<file path="config.mk">
export PLATFORM = sky130hd
export DESIGN_NAME = cpsg_fifo
export DESIGN_NICKNAME = d
export VERILOG_FILES = /design/src/rtl/cpsg_pkg.sv /design/src/rtl/cpsg_fifo.sv
export SDC_FILE = /design/constraint.sdc
export NUM_CORES = 1
export LEC_CHECK = 0
export BUFFER_PORTS_ARGS = -buffer_cell sky130_fd_sc_hd__buf_2
export CORE_MARGIN = 1
export CORE_UTILIZATION = 44
export DETAILED_ROUTE_END_ITERATION = 7
export PLACE_DENSITY = 0.79
export SLEW_MARGIN = 25
export SYNTH_ARGS = -nofsm -noshare
export SYNTH_HDL_FRONTEND = slang
export SYNTH_SLANG_ARGS = --single-unit
</file>
<file path="constraint.sdc">
create_clock -name clk -period 4.15 [get_ports clk]
set_input_delay 0.2075 -clock clk [delete_from_list [all_inputs] [get_ports clk]]
set_output_delay 0.2075 -clock clk [all_outputs]
set_load 0.03 [all_outputs]
</file>
<file path="src/rtl/cpsg_pkg.sv">
`timescale 1ns / 1ps
`default_nettype none
package cpsg_pkg;

	localparam int SEG_W = 7;

	// floor(floor(2*pi*2^32) / 2^16), so that the segment count is floor(this / angle) + 1.
	localparam logic [18:0] ANGLE_DIVIDEND = 19'd411774;
	localparam logic [18:0] ZERO_ANGLE     = 19'd6554;

	// floor(pi/2 * 2^32) split as HI * 2^17 + LO.
	localparam logic [15:0] HALF_PI_HI = 16'd51471;
	localparam logic [16:0] HALF_PI_LO = 17'd111940;

	localparam logic signed [33:0] CORDIC_GAIN = 34'sd652032874;

	typedef struct packed {
		logic             bad;
		logic [SEG_W-1:0] n;
	} q_item_t;

	function automatic logic [29:0] atan_q30(input logic [4:0] i);
		logic [29:0] r;
		case (i)
			5'd0: r = 30'd843314857;
			5'd1: r = 30'd497837829;
			5'd2: r = 30'd263043836;
			5'd3: r = 30'd133525159;
			5'd4: r = 30'd67021687;
			5'd5: r = 30'd33543516;
			5'd6: r = 30'd16775851;
			5'd7: r = 30'd8388437;
			5'd8: r = 30'd4194283;
			5'd9: r = 30'd2097149;
			5'd10: r = 30'd1048576;
			5'd11: r = 30'd524288;
			5'd12: r = 30'd262144;
			5'd13: r = 30'd131072;
			5'd14: r = 30'd65536;
			5'd15: r = 30'd32768;
			5'd16: r = 30'd16384;
			5'd17: r = 30'd8192;
			5'd18: r = 30'd4096;
			5'd19: r = 30'd2048;
			5'd20: r = 30'd1024;
			5'd21: r = 30'd512;
			5'd22: r = 30'd256;
			5'd23: r = 30'd128;
			default: r = 30'd0;
		endcase
		return r;
	endfunction

	// Center in Q8 scaled to Q38 plus radius times trig, truncated toward zero to pixels.
	function automatic logic signed [15:0] to_pixel(input logic signed [23:0] c,
			input logic signed [55:0] prod);
		logic signed [57:0] v;
		logic [57:0]        mag;
		logic [19:0]        p;
		logic signed [15:0] r;
		v   = $signed({{4{c[23]}}, c, 30'b0}) + $signed({{2{prod[55]}}, prod});
		mag = v[57] ? 58'(-v) : 58'(v);
		p   = mag[57:38];
		if (v[57]) begin
			if (p >= 20'd32768) r = -16'sd32768;
			else r = 16'(-$signed({1'b0, p[15:0]}));
		end else begin
			if (p > 20'd32767) r = 16'sd32767;
			else r = $signed(p[15:0]);
		end
		return r;
	endfunction

endpackage
`default_nettype wire

</file>
<file path="src/rtl/cpsg_fifo.sv">
`timescale 1ns / 1ps
`default_nettype none
module cpsg_fifo #(
	parameter int DEPTH = 2
) (
	input  wire              clk,
	input  wire              arst_n,
	input  wire              push,
	input  cpsg_pkg::q_item_t wdata,
	input  wire              pop,
	output cpsg_pkg::q_item_t rdata,
	output logic             full,
	output logic             empty
);
	localparam int PW = (DEPTH > 1) ? $clog2(DEPTH) : 1;
	localparam int CW = $clog2(DEPTH + 1);

	cpsg_pkg::q_item_t mem_q [DEPTH];
	logic [PW-1:0] wp_q, rp_q;
	logic [CW-1:0] cnt_q;

	assign full  = (cnt_q == CW'(DEPTH));
	assign empty = (cnt_q == '0);
	assign rdata = mem_q[rp_q];

	always_ff @(posedge clk) begin
		if (push && !full) mem_q[wp_q] <= wdata;
	end

	always_ff @(posedge clk or negedge arst_n) begin
		if (!arst_n) begin
			wp_q  <= '0;
			rp_q  <= '0;
			cnt_q <= '0;
		end else begin
			if (push && !full) wp_q <= (wp_q == PW'(DEPTH - 1)) ? '0 : wp_q + 1'b1;
			if (pop && !empty) rp_q <= (rp_q == PW'(DEPTH - 1)) ? '0 : rp_q + 1'b1;
			cnt_q <= cnt_q + CW'(push && !full) - CW'(pop && !empty);
		end
	end
endmodule
`default_nettype wire

</file>
==> impl_metrics.env, run 1 <==
export IMPL_status="completed"
export IMPL_worstRegToRegCells=3
export IMPL_holdPathStages=1
export IMPL_grt_max_degree=12
export IMPL_antenna_found_initial=0
export IMPL_hold_end="mem_q[1][6]"
export IMPL_drc=0
export IMPL_hold_viol_final=0
export IMPL_first_pass_iters=5
export IMPL_clk_pin_slew_ns=0.11
export IMPL_worstHoldStart="wdata[6]"
export IMPL_grt_pass1_wl_um=1750
export IMPL_cap_violations=0
export IMPL_numCtsBuffers=3
export IMPL_setup_viol=0
export IMPL_skew_ns=0.00801
export IMPL_crit_required_ns=3.94
export IMPL_ys_ff_latch=20
export IMPL_post_route_period_util=0.397
export IMPL_path_max_fanout=9
export IMPL_grt_ovfl_total=0
export IMPL_die_area_sq_um=1960
export IMPL_synth_top_area_share=0.612
export IMPL_layout_drive_gt1_share=0.500
export IMPL_first_global_vias=424
export IMPL_syn_nets=57
export IMPL_htree_num_levels=1
export IMPL_seq_area_frac_synth=0.740
export IMPL_gp_congestion=0.734
export IMPL_wl_per_cell_um=12.9
export IMPL_port_buffers=21
export IMPL_final_antenna_net_count=0
export IMPL_synth_warnings=0
export IMPL_area_growth_pct=19.1
export IMPL_fin_util=0.593
export IMPL_rr_endpoint="mem_q[0][3]"
export IMPL_finalWirelength_um=1090
export IMPL_die_h_um=44.2
export IMPL_arrival_ns=1.44
export IMPL_die_x_um=44.2
export IMPL_slew_violations=0
export IMPL_start_util=0.498
export IMPL_cts_tree="done"
export IMPL_power_density_nw_per_um2=733
export IMPL_grt_total_usage=0.139
export IMPL_initialDrtViolationCount=8
export IMPL_syn_area_per_cell_sq_um=18.2
export IMPL_insertion_delay_ns=0.29
export IMPL_diodes=0
export IMPL_cts_resized=0
export IMPL_coreArea_sq_um=1580
export IMPL_max_freq_ghz=0.607
export IMPL_core_rowCount=14
export IMPL_clkSinkCount=20
export IMPL_peakVddDrop_mv=0.336
export IMPL_netlist_area_sq_um=785
export IMPL_fin_nets=83
export IMPL_worst_pin_slew_ns=0.702
export IMPL_synth_area_leaders="edfxtp_1 (61%), dfrtp_1 (13%), mux2_2 (11%)"
export IMPL_placed_area_sq_um=898
export IMPL_cp_end_kind="output pin"
export IMPL_viasPerCell=4.96
export IMPL_syn_instance_count=43
export IMPL_crit_path_start_kind="register"
export IMPL_yosysUniqueCellTypes=14
export IMPL_fin_tns_setup_ns=0
export IMPL_cts_root_buffer="clkbuf_4"
export IMPL_period_minus_slack_ns=1.65
export IMPL_clock_path_buffers=2
export IMPL_max_slew_margin_rel=0.530
export IMPL_p_leak_uw=0.000388
export IMPL_critPathKind="register to output pin"
export IMPL_vias=417
export IMPL_rr_startpoint="cnt_q[1]"
export IMPL_yosysTopAreaCell="edfxtp_1"
export IMPL_hold_class="input port to register"
export IMPL_io_pins=22
export IMPL_rrSetupSlack_ns=2.59
export IMPL_rsz0062_at_grt="no"
export IMPL_finalInstanceArea_sq_um=935
==> cell type report <==
cell class,instances,area [sq um]
flip-flops and latches,20,581
inverters,2,7.51
multi-input cells,20,185
well taps,16,20.0
clock buffers,4,26.3
repair buffers,22,115
fillers,132,642
==> worst max-delay path by stage <==
| stage | from | endpoint | slack, ns | depth (start not counted) |
|---|---|---|---|---|
| after floorplan | cnt_q[0] | cnt_q[1] | 2.49 | 7 |
| after global placement | cnt_q[0] | mem_q[0][4] | 2.62 | 3 |
| after detailed placement | cnt_q[1] | mem_q[0][4] | 2.60 | 3 |
| after CTS | rp_q | rdata[5] | 2.47 | 2 |
| after global routing | rp_q | rdata[5] | 2.42 | 2 |
| final | rp_q | rdata[0] | 2.50 | 2 |
==> Yosys cell counts, drive strengths merged <==
| cell type | n |
|---|---|
| edfxtp | 16 |
| nor2b | 1 |
| xor2 | 1 |
| dfrtp | 4 |
| nor2 | 2 |
| inv | 2 |
| xnor2 | 3 |
| nand2b | 1 |
| buf | 1 |
| ha | 2 |
| and3 | 1 |
| mux2 | 8 |
| nand2 | 1 |
==> kinds of logic after synthesis <==
| family | synth area share |
|---|---|
| buf+inv | 0.0239 |
| flops | 0.740 |
| fa+ha+maj | 0.0319 |
| simple gates | 0.0447 |
| xor+xnor | 0.0447 |
| mux | 0.115 |
==> per-stage QoR <==
stage          hold slack (ns)  worst slack (ns)  power (uW)  std cells
6_report                0.0924              2.50         685         84
5_1_grt                 0.0672              2.42         732         84
4_1_cts                 0.0825              2.47         694         84
3_5_place_dp            0.0187              2.60         601         79
3_3_place_gp            0.0165              2.62         595         79
2_1_floorplan          -0.0881              2.49         541         43
==> cell usage in the layout (no fill, tap or decap), drive strengths merged <==
cell | netlist | routed
nand2 | 1 | 1
nor2b | 1 | 1
clkbuf | 0 | 4
dfrtp | 4 | 4
dlygate4sd3 | 0 | 1
inv | 2 | 2
mux2 | 8 | 8
ha | 2 | 2
xnor2 | 3 | 3
nand2b | 1 | 1
buf | 1 | 21
nor2 | 2 | 2
edfxtp | 16 | 16
xor2 | 1 | 1
and3 | 1 | 1
==> metal layers <==
layer	global-route usage	vias to the layer above	routed length, um	share of wire
met5	0	-	0	0
met3	0.0694	0	53	0.049
met2	0.212	14	539	0.50
li1	-	204	-	-
met4	0.0909	0	0	0
met1	0.153	199	494	0.45
==> repair_timing <==
action / in CTS / in global routing
hold buffers: 1 / 0
endpoints found under the hold margin: 4 / 0
buffers inserted: 0 / 0
==> where the power goes <==
part           total [uW]  switching, uW  internal [uW]
Sequential            319           38.6            281
Combinational         274            166            108
Clock                92.0           54.7           37.4
Total                 685            259            426
==> critical path: stages (launching register included) <==
cell     delay (ns)
dfrtp_1        0.59
mux2_2         0.38
buf_2          0.17
==> sequential cells by signal, summed over array words and instances (netlist names) <==
register  flops
cnt_q         2
mem_q        16
rp_q          1
wp_q          1
Note: power is estimated with default switching activity, not from simulation.
==> run 2, diff against run 1 <==
--- a/config.mk
+++ b/config.mk
@@ -5,11 +5,12 @@
 export SDC_FILE = /design/constraint.sdc
 export NUM_CORES = 1
 export LEC_CHECK = 0
+export ABC_AREA = 1
 export BUFFER_PORTS_ARGS = -buffer_cell sky130_fd_sc_hd__buf_2
 export CORE_MARGIN = 1
 export CORE_UTILIZATION = 44
 export DETAILED_ROUTE_END_ITERATION = 7
-export PLACE_DENSITY = 0.79
+export PLACE_DENSITY = 0.81
 export SLEW_MARGIN = 25
 export SYNTH_ARGS = -nofsm -noshare
 export SYNTH_HDL_FRONTEND = slang
==> constraint.sdc (replaced) <==
create_clock -name clk -period 1.4 [get_ports clk]
set_input_delay 0.07 -clock clk [delete_from_list [all_inputs] [get_ports clk]]
set_output_delay 0.07 -clock clk [all_outputs]
set_load 0.03 [all_outputs]
==> impl_metrics.env, run 2 <==
export IMPL_grt_ovfl_total=0
export IMPL_layout_drive_gt1_share=0.327
export IMPL_cp_end_kind="register"
export IMPL_post_route_period_util=1.00
export IMPL_drc=0
export IMPL_stdcell_count=135
export IMPL_area_growth_pct=31.9
export IMPL_fin_nets=125
export IMPL_gp_congestion=0.665
export IMPL_use_met1=0.195
export IMPL_dp_hpwl_um=922
export IMPL_crit_family="adder cells"
export IMPL_worst_path_buf_inv=2
export IMPL_hold_viol_final=0
export IMPL_ys_ff_latch=20
export IMPL_synth_top_area_share=0.584
export IMPL_yosysMostFrequentCell="nand2_1"
export IMPL_final_common_cell="nand2_1"
export IMPL_cp_cell_sequence="nand2_1 -> nand2_2 -> ha_1 -> inv_1 -> ha_2 -> inv_2 -> nand2_1 -> nand2_1"
export IMPL_port_buffers=21
export IMPL_die_h_um=45.3
export IMPL_viasPerCell=4.53
export IMPL_grt_max_degree=12
export IMPL_layout_common_cells="nand2_1 (34), buf_2 (21), edfxtp_1 (16), dlygate4sd3_1 (9), inv_1 (6)"
export IMPL_grt_pass1_wl_um=2420
export IMPL_clock_path_buffers=2
export IMPL_worstHoldStart="pop"
export IMPL_dp_slack_ns=-0.0110
export IMPL_setup_viol=1
export IMPL_htree_num_levels=1
export IMPL_status="finished with violations"
export IMPL_max_freq_ghz=0.711
export IMPL_insertion_delay_ns=0.29
export IMPL_power_density_nw_per_um2=2030
export IMPL_path_max_fanout=3
export IMPL_grt_most_used_layer="met2"
export IMPL_placed_area_sq_um=956
export IMPL_power_internal_uw=1240
export IMPL_first_pass_iters=4
export IMPL_yosysUniqueCellTypes=11
export IMPL_antenna_found_initial=0
export IMPL_syn_instance_count=75
export IMPL_numCtsBuffers=3
export IMPL_clkPwrFrac=0.121
export IMPL_critPathKind="register to register"
export IMPL_clkSinkCount=20
export IMPL_grt_total_usage=0.182
export IMPL_met2_usage=0.316
export IMPL_crit_path_start_kind="register"
export IMPL_regMostFlops="mem_q"
export IMPL_diodes=0
export IMPL_peakVddDrop_mv=1.01
export IMPL_max_slew_margin_rel=0.795
export IMPL_p_switching_uw=959
export IMPL_cap_violations=0
export IMPL_netlist_area_sq_um=823
export IMPL_synthTopCellsByCount="nand2_1 (35), edfxtp_1 (16), inv_1 (9)"
export IMPL_syn_area_per_cell_sq_um=11.0
export IMPL_syn_nets=89
export IMPL_wl_per_cell_um=11.0
export IMPL_dp_cells=121
export IMPL_initialDrtViolationCount=8
export IMPL_final_antenna_net_count=0
export IMPL_async_reset_ff_frac=0.200
export IMPL_p_leak_uw=0.000532
export IMPL_grt_met3_usage=0.0240
export IMPL_p_comb_frac=0.456
export IMPL_die_x_um=45.3
export IMPL_synth_edff_count=16
export IMPL_largest_reg_flops=16
export IMPL_crit_slowest_cell="dfrtp_1"
export IMPL_crit_required_ns=1.60
export IMPL_hold_class="input port to register"
export IMPL_cts_tree="done"
export IMPL_synthFlopType="edfxtp_1"
export IMPL_clk_pin_slew_ns=0.10
export IMPL_io_pins=22
export IMPL_slowest_delay_ns=0.41
export IMPL_finalWirelength_um=1490
export IMPL_hold_slack_ns=0.0367
export IMPL_crit_top_cell="nand2_1"
export IMPL_finalInstanceArea_sq_um=1090
export IMPL_synth_area_leaders="edfxtp_1 (58%), nand2_1 (16%), dfrtp_1 (12%)"
export IMPL_violations="setup timing"
export IMPL_p_total_uw=2200
export IMPL_cts_root_buffer="clkbuf_4"
export IMPL_first_global_vias=569
export IMPL_start_util=0.472
export IMPL_slew_violations=0
export IMPL_coreArea_sq_um=1750
export IMPL_yosysTopAreaCell="edfxtp_1"
export IMPL_rsz0062_at_grt="yes"
export IMPL_arrival_ns=1.61
export IMPL_synth_warnings=0
export IMPL_period_minus_slack_ns=1.41
export IMPL_setup_slack_ns=-0.00576
export IMPL_pwr_share_seq=0.423
export IMPL_skew_ns=0.00279
export IMPL_seq_area_frac_synth=0.705
export IMPL_p_sw_frac=0.435
export IMPL_reg_top3="mem_q (16), cnt_q (2)"
export IMPL_rr_startpoint="cnt_q[1]"
export IMPL_vias=611
export IMPL_die_area_sq_um=2050
export IMPL_core_rowCount=15
export IMPL_worst_pin_slew_ns=0.307
export IMPL_cp_startpoint="cnt_q[1]"
run 2: cell types whose count changed after synthesis, moves of 2 or more:
cell	delta
nand3_1	+3
nand2_1	+34
nand2_2	+2
xnor2_1	-3
inv_1	+7
mux2_2	-8
run 2: repair_timing:
action	CTS	global route
pin swaps	0	3
hold endpoints to repair	20	0
endpoints found under the setup margin	1	10
hold buffers	9	0
setup buffers	0	1
resized for setup	3	3
run 2: area by class of cell:
| cell class | instances | area (sq um) |
|---|---|---|
| tap | 25 | 31.3 |
| clock buffer | 3 | 22.5 |
| inverter | 11 | 43.8 |
| fill | 140 | 659 |
| clock inverter | 1 | 3.75 |
| timing repair buffer | 32 | 210 |
| sequential | 20 | 582 |
| multi-input combinational | 43 | 193 |
run 2: worst reg2reg max path, stage by stage, from the launching register on:
cell and delay [ns]:
dfrtp_1 0.41, nand2_1 0.15, nand2_2 0.09, ha_1 0.30, inv_1 0.06, ha_2 0.18
inv_2 0.03, nand2_1 0.05, nand2_1 0.04
run 2: worst paths after layout:
| kind | end | slack (ns) | depth (start not counted) |
|---|---|---|---|
| max | cnt_q[1] | -0.006 | 8 |
| min | rp_q | 0.04 | 3 |
| max reg2reg | cnt_q[1] | -0.006 | 8 |
| min reg2reg | wp_q | 0.51 | 2 |
| max in group asynchronous | rp_q | 1.15 | 2 |
| min in group asynchronous | cnt_q[0] | 0.13 | 2 |
run 2: per-layer routing:
metal	wire length (um)	share of wire
met5	0	0
met4	68	0.046
met3	40	0.027
met2	829	0.56
met1	553	0.37
run 2: power groups by stage:
stage	Sequential, uW	Clock, uW	Combinational, uW
CTS	929	274	989
floorplan	884	0	763
global placement	930	0	924
global route	951	290	1110
finish	932	267	1000
detailed placement	940	0	957
run 2: logic make-up (layout without fill, tap and decap cells):
logic type,Yosys count,count (layout),share of synthesized area
fa+ha+maj,2,2,0.0304
buf+inv,12,47,0.0669
flops,20,20,0.705
simple gates,41,41,0.198
run 2: metrics by stage:
stage / TNS, ns / utilization
after floorplan: 0 / -
after global routing: -0.0582 / 0.622
final: -0.00576 / 0.622
after global placement: 0 / 0.548
after CTS: 0 / 0.617
after detailed placement: -0.0110 / 0.548
