## config.mk

```make
export PLATFORM = sky130hd
export DESIGN_NAME = cpsg_front_flat
export DESIGN_NICKNAME = d
export VERILOG_FILES = /design/src/rtl/cpsg_pkg.sv /design/src/rtl/cpsg_if.sv /design/src/rtl/cpsg_front.sv /design/src/flat_wrapper.sv
export SDC_FILE = /design/constraint.sdc
export NUM_CORES = 1
export LEC_CHECK = 0
export ABC_AREA = 1
export BUFFER_PORTS_ARGS = -buffer_cell sky130_fd_sc_hd__buf_4
export CAP_MARGIN = 0
export CORE_MARGIN = 2
export CORE_UTILIZATION = 25
export DETAILED_ROUTE_END_ITERATION = 8
export SETUP_SLACK_MARGIN = 0.15
export SYNTH_ARGS = -nofsm -noshare
export SYNTH_HDL_FRONTEND = slang
export SYNTH_SLANG_ARGS = --single-unit
```

## constraint.sdc

```tcl
create_clock -name clk -period 2.24 [get_ports clk]
set_input_delay 0.112 -clock clk [delete_from_list [all_inputs] [get_ports clk]]
set_output_delay 0.112 -clock clk [all_outputs]
set_load 0.1 [all_outputs]
```

## src/rtl/cpsg_pkg.sv

```systemverilog
`timescale 1ns / 1ps
`default_nettype none
package cpsg_pkg;

	localparam int SEG_W = 7;

	// floor(floor(2*pi*2^32) / 2^16), so that the segment count is floor(this / angle) + 1.
	localparam logic [18:0] ANGLE_DIVIDEND = 19'd411774;
	localparam logic [18:0] ZERO_ANGLE     = 19'd6554;

	// floor(pi/2 * 2^32) split as HI * 2^17 + LO.
	localparam logic [15:0] HALF_PI_HI = 16'd51471;
	localparam logic [16:0] HALF_PI_LO = 17'd111940;

	localparam logic signed [33:0] CORDIC_GAIN = 34'sd652032874;

	typedef struct packed {
		logic             bad;
		logic [SEG_W-1:0] n;
	} q_item_t;

	function automatic logic [29:0] atan_q30(input logic [4:0] i);
		logic [29:0] r;
		case (i)
			5'd0: r = 30'd843314857;
			5'd1: r = 30'd497837829;
			5'd2: r = 30'd263043836;
			5'd3: r = 30'd133525159;
			5'd4: r = 30'd67021687;
			5'd5: r = 30'd33543516;
			5'd6: r = 30'd16775851;
			5'd7: r = 30'd8388437;
			5'd8: r = 30'd4194283;
			5'd9: r = 30'd2097149;
			5'd10: r = 30'd1048576;
			5'd11: r = 30'd524288;
			5'd12: r = 30'd262144;
			5'd13: r = 30'd131072;
			5'd14: r = 30'd65536;
			5'd15: r = 30'd32768;
			5'd16: r = 30'd16384;
			5'd17: r = 30'd8192;
			5'd18: r = 30'd4096;
			5'd19: r = 30'd2048;
			5'd20: r = 30'd1024;
			5'd21: r = 30'd512;
			5'd22: r = 30'd256;
			5'd23: r = 30'd128;
			default: r = 30'd0;
		endcase
		return r;
	endfunction

	// Center in Q8 scaled to Q38 plus radius times trig, truncated toward zero to pixels.
	function automatic logic signed [15:0] to_pixel(input logic signed [23:0] c,
			input logic signed [55:0] prod);
		logic signed [57:0] v;
		logic [57:0]        mag;
		logic [19:0]        p;
		logic signed [15:0] r;
		v   = $signed({{4{c[23]}}, c, 30'b0}) + $signed({{2{prod[55]}}, prod});
		mag = v[57] ? 58'(-v) : 58'(v);
		p   = mag[57:38];
		if (v[57]) begin
			if (p >= 20'd32768) r = -16'sd32768;
			else r = 16'(-$signed({1'b0, p[15:0]}));
		end else begin
			if (p > 20'd32767) r = 16'sd32767;
			else r = $signed(p[15:0]);
		end
		return r;
	endfunction

endpackage
`default_nettype wire

```

## src/rtl/cpsg_if.sv

```systemverilog
`timescale 1ns / 1ps
`default_nettype none
interface cpsg_req_if;
	logic        valid;
	logic        ready;
	logic        req_type;
	logic [15:0] segment_count;
	logic [18:0] step_angle;
	modport source(output valid, req_type, segment_count, step_angle, input ready);
	modport sink(input valid, req_type, segment_count, step_angle, output ready);
endinterface

`default_nettype wire

```

## src/rtl/cpsg_front.sv

```systemverilog
`timescale 1ns / 1ps
`default_nettype none
module cpsg_front #(
	parameter int MAX_SEGMENTS = 64
) (
	input  wire               clk,
	input  wire               arst_n,
	cpsg_req_if.sink          req,
	input  wire               radius_zero,
	output logic              push,
	output cpsg_pkg::q_item_t item,
	input  wire               full
);
	typedef enum logic [1:0] {F_IDLE, F_DIV, F_CLAMP, F_PUSH} fstate_t;

	fstate_t       state_q;
	cpsg_pkg::q_item_t item_q;
	logic [19:0]   rem_q;
	logic [18:0]   dvd_q, dvs_q, quo_q;
	logic [4:0]    cnt_q;
	logic [19:0]   trial, qplus;
	logic          fit;
	logic [cpsg_pkg::SEG_W-1:0] cnt_n, ang_n;

	assign req.ready = (state_q == F_IDLE);
	assign push      = (state_q == F_PUSH) && !full;
	assign item      = item_q;

	assign trial = {rem_q[18:0], dvd_q[18]};
	assign fit   = (trial >= {1'b0, dvs_q});
	assign qplus = {1'b0, quo_q} + 20'd1;

	always_comb begin
		if (req.segment_count > 16'(MAX_SEGMENTS)) cnt_n = cpsg_pkg::SEG_W'(MAX_SEGMENTS);
		else if (req.segment_count < 16'd3) cnt_n = cpsg_pkg::SEG_W'(3);
		else cnt_n = req.segment_count[cpsg_pkg::SEG_W-1:0];
		if (qplus > 20'(MAX_SEGMENTS)) ang_n = cpsg_pkg::SEG_W'(MAX_SEGMENTS);
		else if (qplus < 20'd3) ang_n = cpsg_pkg::SEG_W'(3);
		else ang_n = qplus[cpsg_pkg::SEG_W-1:0];
	end

	always_ff @(posedge clk or negedge arst_n) begin
		if (!arst_n) begin
			state_q <= F_IDLE;
			item_q  <= '0;
			rem_q   <= '0;
			dvd_q   <= '0;
			dvs_q   <= '0;
			quo_q   <= '0;
			cnt_q   <= '0;
		end else begin
			case (state_q)
				F_IDLE: begin
					if (req.valid) begin
						if (radius_zero) begin
							item_q  <= '{bad: 1'b1, n: '0};
							state_q <= F_PUSH;
						end else if (req.req_type) begin
							dvs_q   <= (req.step_angle == '0) ? cpsg_pkg::ZERO_ANGLE
								: req.step_angle;
							dvd_q   <= cpsg_pkg::ANGLE_DIVIDEND;
							rem_q   <= '0;
							quo_q   <= '0;
							cnt_q   <= 5'd19;
							state_q <= F_DIV;
						end else begin
							item_q  <= '{bad: 1'b0, n: cnt_n};
							state_q <= F_PUSH;
						end
					end
				end
				F_DIV: begin
					rem_q <= fit ? trial - {1'b0, dvs_q} : trial;
					quo_q <= {quo_q[17:0], fit};
					dvd_q <= {dvd_q[17:0], 1'b0};
					cnt_q <= cnt_q - 5'd1;
					if (cnt_q == 5'd1) state_q <= F_CLAMP;
				end
				F_CLAMP: begin
					item_q  <= '{bad: 1'b0, n: ang_n};
					state_q <= F_PUSH;
				end
				F_PUSH: begin
					if (!full) state_q <= F_IDLE;
				end
				default: state_q <= F_IDLE;
			endcase
		end
	end
endmodule
`default_nettype wire

```

## src/flat_wrapper.sv

```systemverilog
// flat-port wrapper written by rule: the top's interface ports become plain ports
module cpsg_front_flat 
#(
	parameter int MAX_SEGMENTS = 64
)
  (clk, arst_n, radius_zero, push, item, full, req_valid, req_req_type, req_segment_count, req_step_angle, req_ready);
  cpsg_req_if req_i ();
  input  wire clk;
  input  wire arst_n;
  input  wire radius_zero;
  output logic push;
  output cpsg_pkg::q_item_t item;
  input  wire full;
  input wire logic [$bits(req_i.valid)-1:0] req_valid;
  input wire logic [$bits(req_i.req_type)-1:0] req_req_type;
  input wire logic [$bits(req_i.segment_count)-1:0] req_segment_count;
  input wire logic [$bits(req_i.step_angle)-1:0] req_step_angle;
  output wire logic [$bits(req_i.ready)-1:0] req_ready;
  assign req_i.valid = req_valid;
  assign req_i.req_type = req_req_type;
  assign req_i.segment_count = req_segment_count;
  assign req_i.step_angle = req_step_angle;
  assign req_ready = req_i.ready;
  cpsg_front #(.MAX_SEGMENTS(MAX_SEGMENTS)) u_core (.clk(clk), .arst_n(arst_n), .req(req_i), .radius_zero(radius_zero), .push(push), .item(item), .full(full));
endmodule
```

==> results of run 1 <==
per-layer routing:
layer / part of all wire / vias to the layer above
met2: 0.49 / 95
li1: - / 2766
met5: 0 / -
met1: 0.45 / 2543
met3: 0.038 / 16
met4: 0.014 / 0
layout make-up:
type,count,area [um2]
Tap cell,285,357
Sequential cell,90,2250
Clock buffer,10,239
Clock inverter,5,78.8
Multi-Input combinational cell,559,3370
Inverter,121,457
Fill cell,2319,14800
Timing Repair Buffer,105,901
logic make-up (layout without fill, tap and decap cells):
| family | Yosys count | count (layout) |
|---|---|---|
| AO/OA/AOI/OAI | 146 | 146 |
| XOR/XNOR | 12 | 12 |
| adder cells (fa/ha/maj) | 28 | 28 |
| buffers and inverters | 141 | 241 |
| flip-flops | 90 | 90 |
| AND/OR/NAND/NOR | 373 | 373 |
placed cells by master, fill, tap and decap left out, drive strengths merged:
cell type	Yosys	layout
nand4	13	13
o211ai	4	4
a221o	1	1
nor4	5	5
a21boi	2	2
xnor2	4	4
nand3	45	45
bufinv	0	2
nor2	94	94
a21o	1	1
dfrtp	90	90
or2	1	1
clkinv	0	3
a31oi	4	4
o22ai	25	25
inv	121	121
nor3	10	10
fa	1	1
nand3b	1	1
nand2	201	201
nor3b	1	1
o21bai	3	3
ha	27	27
a21oi	37	37
buf	11	93
o21ai	55	55
and2	2	2
xor2	8	8
clkbuf	9	11
dlygate4sd3	0	11
o21a	1	1
a22oi	13	13
stage by stage:
step | hold WS [ns] | utilization | TNS [ns] | instances | setup WS [ns]
after floorplan | -0.184 | - | 0 | 790 | 0.147
after global placement | 0.109 | 0.292 | 0 | 1132 | 0.0608
after detailed placement | 0.111 | 0.292 | -0.0114 | 1132 | -0.0114
after CTS | 0.00617 | 0.313 | 0 | 1159 | 0.151
final | 0.0243 | 0.340 | 0 | 1175 | 0.218
after global routing | 0.0352 | 0.340 | 0 | 1175 | 0.0930
worst max-delay path by stage:
| stage | to | cells past startpoint | slack, ns |
|---|---|---|---|
| after global routing | u_core.rem_q[17]$_DFFE_PN0P_ | 10 | 0.09 |
| final | u_core.rem_q[9]$_DFFE_PN0P_ | 10 | 0.22 |
| after CTS | u_core.rem_q[17]$_DFFE_PN0P_ | 10 | 0.15 |
| after global placement | u_core.rem_q[14]$_DFFE_PN0P_ | 13 | 0.06 |
| after floorplan | u_core.dvd_q[10]$_DFFE_PN0P_ | 14 | 0.15 |
| after detailed placement | u_core.rem_q[14]$_DFFE_PN0P_ | 13 | -0.01 |
critical path: cells and delay by family, from the launching register on:
| kind | cells | cell delay [ns] |
|---|---|---|
| DFF | 1 | 0.43 |
| and+or+nand+nor | 3 | 0.33 |
| AOI/OAI and AO/OA | 4 | 0.62 |
| adders and majority gates | 1 | 0.25 |
| buffers and inverters | 2 | 0.29 |
repair_timing:
| item | 4_1_cts | 5_1_grt |
|---|---|---|
| hold buffers | 11 | 0 |
| cloned | 0 | 2 |
| pin swaps | 1 | 33 |
| setup endpoints to repair | 45 | 67 |
| setup buffers | 1 | 14 |
| hold endpoints to repair | 43 | 0 |
| resized for setup | 14 | 123 |
state kept, by name, summed over array words and instances (netlist names):
signal,count
u_core.dvs_q,19
u_core.cnt_q,5
u_core.dvd_q,18
u_core.item,8
u_core.quo_q,19
u_core.rem_q,19
u_core.state_q,2
power by group through the flow:
| stage | combinational, uW | sequential (uW) | clock (uW) |
|---|---|---|---|
| 3_5_place_dp | 6630 | 2850 | 0 |
| 2_1_floorplan | 4460 | 3260 | 0 |
| 5_1_grt | 9120 | 3030 | 1760 |
| 3_3_place_gp | 6580 | 2840 | 0 |
| 6_report | 8250 | 2920 | 1640 |
| 4_1_cts | 6780 | 2840 | 1700 |
==> run_results.csv, run 1 <==
group,metric,value,unit
routing,wl_per_cell,12.8,um
global_routing,use_met1,0.161,
synthesis,synth_fa_ha_area_frac,0.0629,
critical_path,crit_start,"u_core.rem_q[10]$_DFFE_PN0P_",
critical_path,r2r_end,"u_core.rem_q[9]$_DFFE_PN0P_",
global_routing,grtUsageTotal,0.122,
routing,avgViaCountPerCell,4.61,
synthesis,ys_seq_elements,90,
min_path,min_path_cells,3,
critical_path,crit_path_start_kind,"flop",
floorplan,io_pins,51,
critical_path,path_max_fanout,7,
synthesis,ys.flop_type,"dfrtp_1",
synthesis,synthArstFlopShare,1.00,
clock_tree,clock_path_buffers,2,
finish,area_growth_syn_to_layout,34.5,%
timing,slew_headroom,0.660,
synthesis,synthSimpleGateAreaFrac,0.278,
timing,hold_viol,0,
power_and_ir_drop,switching_power,6080,uW
routing,wl,15000,um
clock_tree,cts_root_buf,"clkbuf_16",
synthesis,yosys.area.top_type_share,0.396,
critical_path,crit_type,"reg2reg",
clock_tree,tritoncts,"done",
synthesis,syn_inst,790,
power_and_ir_drop,combinationalPowerShare,0.644,
clock_tree,cts_buffers,9,
global_routing,busiest_layer,"met2",
routing,ant_nets,0,
power_and_ir_drop,p_leak,0.00361,uW
min_path,hold_class,"in2reg",
synthesis,ys_types,38,
floorplan,initial_core_util,0.253,
synthesis,synth_edf_count,0,
synthesis,ys_seq_area_frac,0.396,
min_path,hold_end,"u_core.item[7]$_DFFE_PN0P_",
floorplan,die_area,24000,um2
floorplan,dieWidth,155,um
synthesis,synth_compound_area_frac,0.150,
synthesis,syn_area,5690,um2
timing,finalCriticalPeriod,2.02,ns
clock_tree,cts.sinks,90,
timing,finalSetupViolations,0,
power_and_ir_drop,vdd_ir_drop_max,0.667,mV
routing,via_count,5420,
min_path,min_from,"radius_zero",
finish,finalInstanceArea,7660,um2
synthesis,yosys-top-cells-count,"197 x nand2_1, 118 x inv_1, 90 x dfrtp_1",
synthesis,synth_top_family_by_area,"simple AND/OR/NAND/NOR gates",
global_routing,grt_overflow,0,
critical_path,crit_arrival,2.26,ns
timing,fin_worst_skew,0.00512,ns
floorplan,die_h,155,um
flow_run,max_cap_viol_count,0,
clock_tree,clk_latency,0.35,ns
power_and_ir_drop,power,12800,uW
global_routing,grt_pass1_vias,5068,
global_routing,met2_usage,0.205,
timing,min_period_over_period,0.903,
place,port_buffers,50,
clock_tree,clk_pin_slew,0.06,ns
timing,grt_setup_unrepaired,"true",
timing,max_freq,495,MHz
global_routing,grt_pass1_wl,23800,um
finish,fin_nets,955,
synthesis,muxShareOfSynthArea,0,
routing,firstDrtPassIters,5,
critical_path,worst_setup_path_end_kind,"flop",
synthesis,syn_area_per_cell,7.20,um2
routing,drt-initial-drc-count,258,
place,place_area,6580,um2
synthesis,yosysMostFrequentCell,"nand2_1",
critical_path,r2r-start,"u_core.rem_q[10]$_DFFE_PN0P_",
global_routing,met3_usage,0.0237,
finish,drive_gt1_frac,0.246,
synthesis,synthTopCellsByArea,"dfrtp_1 40%, nand2_1 13%, inv_1 7.8%",
power_and_ir_drop,power.density,1670,nW/um2
finish,diodes,0,
critical_path,critical_path.max_stage_delay,0.43,ns
critical_path,r2r_setup_slack,0.22,ns
place,place_congestion,0.853,
global_routing,grt_max_degree,38,
critical_path,critPathRequiredTime,2.47,ns
floorplan,std_cell_rows,55,
global_routing,antenna_found_initial,0,
place,hpwl,10800,um
routing,route.detailed.drc,0,
power_and_ir_drop,switching_share,0.475,
synthesis,synthXorXnorAreaFrac,0.0185,
synthesis,synth_top_area_cell,"dfrtp_1",
power_and_ir_drop,p_int,6730,uW
clock_tree,cts-htree-levels,3,
timing,drv_slew,0,
critical_path,ff2ff_path_depth,10,
critical_path,worst_path_max_delay_cell,"dfrtp_1",
critical_path,crit_chain,"ha_4 -> inv_1 -> o21bai_1 -> a21oi_2 -> nand2_1 -> a21oi_2 -> nand3_4 -> clkbuf_16 -> o211ai_1 -> nand2_1",
power_and_ir_drop,p_seq_frac,0.228,
synthesis,synth_warnings,0,
timing,tightestPinTransition,0.506,ns
floorplan,core_area,22500,um2
power_and_ir_drop,clockPowerShare,0.128,
synthesis,synth_nets,859,
run_status,status,"finished clean",
No activity file was read; power rests on OpenSTA's default activity.
==> inputs of run 2 (changes only) <==
Settings changed: ABC_AREA 1 to unset.
==> run_results.csv, run 2 <==
group,metric,value,unit
critical_path,worst_setup_path_end_kind,"flop",
clock_tree,cts_buffers,9,
timing,fin_worst_skew,0.00787,ns
clock_tree,cts_root_buf,"clkbuf_16",
synthesis,ys.flop_type,"dfrtp_1",
global_routing,grt_pass1_vias,4952,
critical_path,crit_arrival,2.75,ns
finish,layout_commonest_cell,"buf_4",
synthesis,synthArstFlopShare,1.00,
power_and_ir_drop,power,10600,uW
power_and_ir_drop,vdd_ir_drop_max,0.543,mV
synthesis,ys_seq_area_frac,0.420,
critical_path,cp_num_buf_inv,2,
power_and_ir_drop,power.density,1410,nW/um2
timing,drv_slew,0,
finish,area_growth_syn_to_layout,41.3,%
power_and_ir_drop,clockPowerShare,0.161,
timing,grt_setup_unrepaired,"true",
timing,hold_viol,0,
timing,hold_ws,0.0223,ns
floorplan,dieWidth,150,um
timing,finalWorstSetupSlack,-0.295,ns
critical_path,critPathRequiredTime,2.46,ns
power_and_ir_drop,combinationalPowerShare,0.591,
global_routing,antenna_found_initial,0,
min_path,hold_class,"in2reg",
run_status,failed_checks,"negative setup slack",
synthesis,yosys-top-cells-count,"118 x nand2_1, 90 x dfrtp_1, 51 x o21ai_0",
synthesis,synthTopCellsByArea,"dfrtp_1 42%, nand2_1 8.3%, ha_1 6.3%",
synthesis,syn_area,5360,um2
routing,wl_per_cell,14.2,um
timing,max_freq,395,MHz
floorplan,initial_core_util,0.255,
global_routing,grt_overflow,0,
critical_path,crit_type,"reg2reg",
synthesis,synth_nets,699,
clock_tree,clk_pin_slew,0.06,ns
routing,via_count,5013,
finish,fillers,2136,
timing,finalCriticalPeriod,2.53,ns
routing,ant_nets,0,
power_and_ir_drop,switching_share,0.435,
routing,firstDrtPassIters,4,
synthesis,ys_types,66,
floorplan,io_pins,51,
place,hpwl,10600,um
routing,route.detailed.drc,0,
power_and_ir_drop,p_int,6010,uW
synthesis,synth_edf_count,0,
routing,avgViaCountPerCell,4.73,
flow_run,max_cap_viol_count,0,
critical_path,crit_path_start_kind,"flop",
routing,drt-initial-drc-count,282,
synthesis,ys_seq_elements,90,
finish,fin_nets,848,
timing,finalSetupViolations,20,
global_routing,grtUsageTotal,0.137,
clock_tree,tritoncts,"done",
synthesis,yosysMostFrequentCell,"nand2_1",
critical_path,crit_chain,"ha_2 -> or3_4 -> o211ai_4 -> a311oi_4 -> buf_4 -> o31ai_4 -> buf_6 -> mux2i_2 -> o21ai_1",
clock_tree,cts-htree-levels,3,
place,place_congestion,0.871,
global_routing,grt_pass1_wl,24600,um
clock_tree,cts.sinks,90,
finish,top_regs,"u_core.dvs_q (19), u_core.quo_q (19), u_core.rem_q (19)",
synthesis,yosys.area.top_type_share,0.420,
timing,min_period_over_period,1.13,
synthesis,syn_area_per_cell,8.51,um2
synthesis,synth_warnings,0,
critical_path,worst_path_max_delay_cell,"o31ai_4",
routing,wl,15000,um
floorplan,std_cell_rows,53,
power_and_ir_drop,p_leak,0.00364,uW
floorplan,die_h,150,um
finish,diodes,0,
timing,tightestPinTransition,0.542,ns
clock_tree,clock_path_buffers,2,
global_routing,grt_max_degree,40,
finish,drive_gt1_frac,0.311,
critical_path,path_max_fanout,5,
synthesis,synth_top_area_cell,"dfrtp_1",
run_status,status,"finished, violations left",
clock_tree,clk_latency,0.35,ns
critical_path,critical_path.max_stage_delay,0.42,ns
power_and_ir_drop,switching_power,4630,uW
floorplan,die_area,22600,um2
synthesis,syn_inst,630,
timing,slew_headroom,0.639,
floorplan,core_area,21000,um2
place,port_buffers,50,
critical_path,path_delay_family,"compound AO/OA/AOI/OAI gates",
finish,layout.cells.most_common_list,"145 x buf_4, 116 x nand2_1, 89 x dfrtp_1, 42 x nor2_1, 40 x nand3_1",
power_and_ir_drop,p_seq_frac,0.248,
run 2: logic make-up after synthesis:
group	after synthesis	synth area share
AO/OA/AOI/OAI	154	0.183
XOR/XNOR	18	0.0294
adder cells (fa/ha/maj)	28	0.0668
buffers and inverters	59	0.0460
flip-flops	90	0.420
multiplexers	7	0.0131
AND/OR/NAND/NOR	274	0.242
run 2: worst reg2reg max path: cells and delay by family, from the launching register on:
kind                       cells  cell delay, ns
muxes                          1            0.21
and+or+nand+nor                1            0.41
AOI/OAI and AO/OA              4            0.84
adders and majority gates      1            0.19
buffers and inverters          2            0.35
DFF                            1            0.41
run 2: path summary, 6_finish.rpt:
path                       slack (ns)                           to  cells after the start                        start
min in group asynchronous        0.28  u_core.dvs_q[9]$_DFFE_PN0P_                      2                       arst_n
hold reg to reg                  0.47  u_core.dvd_q[9]$_DFFE_PN0P_                      2  u_core.dvd_q[8]$_DFFE_PN0P_
setup / recovery                -0.29  u_core.rem_q[3]$_DFFE_PN0P_                      9  u_core.rem_q[4]$_DFFE_PN0P_
setup reg to reg                -0.29  u_core.rem_q[3]$_DFFE_PN0P_                      9  u_core.rem_q[4]$_DFFE_PN0P_
max in group asynchronous        1.30  u_core.dvd_q[2]$_DFFE_PN0P_                      3                       arst_n
hold / removal                   0.02  u_core.dvs_q[8]$_DFFE_PN0P_                      3            req_step_angle[8]
run 2: layer usage:
metal / up-vias / GRT usage / wire [um]
met4: 0 / 0.0552 / 223
met3: 15 / 0.0185 / 603
met5: - / 0 / 0
li1: 2533 / - / -
met1: 2378 / 0.196 / 7410
met2: 87 / 0.208 / 6770
run 2: stage by stage:
stage	TNS, ns	utilization	area (um2)	setup WS, ns	std cells
after floorplan	-0.189	-	5440	-0.0626	630
after CTS	-4.41	0.348	7320	-0.278	1053
after global routing	-6.64	0.360	7570	-0.410	1059
after global placement	-4.57	0.318	6690	-0.321	1015
final	-4.25	0.360	7570	-0.295	1059
after detailed placement	-5.03	0.318	6690	-0.317	1015
run 2: area by class of cell:
cell class                      count  area, um2  area share
Clock buffer                        9        225      0.0297
Clock inverter                      7        111      0.0147
Inverter                           30        113      0.0149
Multi-Input combinational cell    482       3210       0.424
Sequential cell                    90       2250       0.298
Tap cell                          275        344      0.0454
Timing Repair Buffer              166       1310       0.173
run 2: power groups by stage:
| stage | logic, uW | clock network (uW) | registers [uW] |
|---|---|---|---|
| CTS | 5790 | 1760 | 2620 |
| detailed placement | 5530 | 0 | 2650 |
| floorplan | 3540 | 0 | 2750 |
| global placement | 5500 | 0 | 2630 |
| finish | 6290 | 1720 | 2640 |
| global route | 6950 | 1840 | 2720 |
run 2: what timing repair did:
action / in CTS / in global routing
gates cloned: 1 / 1
hold endpoints to repair: 49 / 0
hold buffers: 13 / 0
pin swaps: 12 / 23
endpoints found under the setup margin: 27 / 29
resized for setup: 28 / 56
buffers inserted: 8 / 5
==> inputs of run 3 (changes only) <==
Settings changed: PLACE_DENSITY_LB_ADDON set to 0.2.
==> run_results.csv, run 3 (synthesized netlist as in run 2, its figures left out) <==
group,metric,value,unit
run_status,status,"finished, violations left",
run_status,failed_checks,"negative setup slack",
finish,ff_latch_area,2260,um2
floorplan,std_cell_rows,53,
critical_path,crit_type,"reg2reg",
place,port_buffers,50,
flow_run,max_cap_viol_count,0,
routing,drt-initial-drc-count,246,
timing,finalSetupViolations,20,
critical_path,critPathRequiredTime,2.52,ns
clock_tree,cts-htree-levels,3,
routing,via_count,4923,
power_and_ir_drop,vdd_ir_drop_max,0.473,mV
clock_tree,cts.sinks,90,
critical_path,worst_setup_path_end_kind,"flop",
floorplan,die_h,150,um
finish,diodes,0,
place,place_congestion,0.878,
floorplan,initial_core_util,0.255,
floorplan,die_area,22600,um2
timing,fin_worst_skew,0.00930,ns
clock_tree,clock_path_buffers,2,
timing,grt_setup_unrepaired,"true",
global_routing,grt_pass1_vias,5009,
finish,top_regs,"u_core.dvs_q (19), u_core.quo_q (19), u_core.rem_q (19)",
timing,finalCriticalPeriod,2.60,ns
global_routing,grt_max_degree,62,
critical_path,crit_path_start_kind,"flop",
finish,fin_nets,841,
critical_path,crit_chain,"inv_2 -> ha_4 -> fa_2 -> nand2b_4 -> a21oi_4 -> o211ai_2 -> a311oi_2 -> o31ai_4 -> buf_6 -> or4_4 -> nand3_2",
finish,drive_gt1_frac,0.304,
finish,area_growth_syn_to_layout,39.2,%
power_and_ir_drop,power.density,1390,nW/um2
power_and_ir_drop,power,10300,uW
power_and_ir_drop,p_leak,0.00359,uW
routing,wl,14900,um
clock_tree,clk_pin_slew,0.07,ns
timing,max_freq,384,MHz
finish,layout.cells.most_common_list,"140 x buf_4, 116 x nand2_1, 85 x dfrtp_1, 42 x nor2_1, 38 x nand3_1",
timing,tightestPinTransition,0.847,ns
clock_tree,tritoncts,"done",
floorplan,io_pins,51,
timing,drv_slew,0,
min_path,hold_class,"in2reg",
routing,ant_nets,0,
clock_tree,cts_root_buf,"clkbuf_16",
critical_path,worst_path_max_delay_cell,"or4_4",
timing,min_period_over_period,1.16,
routing,avgViaCountPerCell,4.68,
routing,route.detailed.drc,0,
finish,multi_input_area,3190,um2
global_routing,grtUsageTotal,0.139,
global_routing,grt_overflow,0,
place,place_inst,1010,
critical_path,path_max_fanout,4,
routing,wl_per_cell,14.2,um
routing,firstDrtPassIters,5,
timing,final.setup.tns,-5.25,ns
finish,fillers,2125,
timing,hold_viol,0,
critical_path,critical_path.max_stage_delay,0.48,ns
place,hpwl,10800,um
finish,layout_commonest_cell,"buf_4",
finish,layoutNonFillerInstCount,1051,
floorplan,dieWidth,150,um
timing,slew_headroom,0.435,
place,dpl_worst_slack,-0.310,ns
timing,finalWorstSetupSlack,-0.364,ns
critical_path,crit_arrival,2.89,ns
global_routing,antenna_found_initial,0,
clock_tree,cts_buffers,9,
global_routing,grt_pass1_wl,24900,um
floorplan,core_area,21000,um2
clock_tree,clk_latency,0.35,ns
run 3: worst max-delay path: cells and delay by family, from the launching register on:
family          cells  cell delay (ns)
buf+inv             2             0.21
simple gates        3             0.71
flops               1             0.37
compound gates      4             0.73
fa+ha+maj           2             0.53
run 3: layer usage:
layer  vias to the layer above  track usage  routed length, um
li1                       2503            -                  -
met1                      2326        0.195               7520
met2                        74        0.212               6570
met3                        20       0.0188                482
met4                         0       0.0618                360
met5                         -            0                  0
run 3: metrics by stage:
stage          hold WS, ns  utilization  instance area [um2]
3_5_place_dp         0.282        0.317                 6670
2_1_floorplan       -0.184            -                 5440
3_3_place_gp         0.274        0.317                 6670
6_report            0.0228        0.355                 7460
5_1_grt             0.0264        0.355                 7460
4_1_cts            0.00626        0.345                 7250
run 3: path summary, 6_finish.rpt:
path,startpoint,to,slack (ns),cells past startpoint
min reg2reg,u_core.dvd_q[2]$_DFFE_PN0P_,u_core.dvd_q[3]$_DFFE_PN0P_,0.46,2
max in group asynchronous,arst_n,u_core.quo_q[2]$_DFFE_PN0P_,1.13,3
max,u_core.dvd_q[18]$_DFFE_PN0P_,u_core.rem_q[4]$_DFFE_PN0P_,-0.36,11
min,req_step_angle[12],u_core.dvs_q[12]$_DFFE_PN0P_,0.02,3
max reg2reg,u_core.dvd_q[18]$_DFFE_PN0P_,u_core.rem_q[4]$_DFFE_PN0P_,-0.36,11
min in group asynchronous,arst_n,u_core.dvs_q[6]$_DFFE_PN0P_,0.42,2
run 3: final cells by class:
cell class              count  share of cell area
multi-input cells         481               0.427
clock inverters             5             0.00503
flip-flops and latches     90               0.303
inverters                  30              0.0151
repair buffers            160               0.172
clock buffers              10              0.0320
well taps                 275              0.0461
run 3: power breakdown:
group / internal [uW] / switching [uW] / total, uW / leakage [uW]
clock: 782 / 669 / 1450 / 0.000131
combinational: 2780 / 3470 / 6240 / 0.00230
sequential: 2230 / 417 / 2640 / 0.00115
total: 5780 / 4550 / 10300 / 0.00359
run 3: what timing repair did:
item                       4_1_cts  5_1_grt
hold endpoints to repair        71        0
hold buffers                    12        0
gates cloned                     0        0
resized for setup               55       34
pin swaps                       22       18
setup buffers                    5        9
setup endpoints to repair       27       34
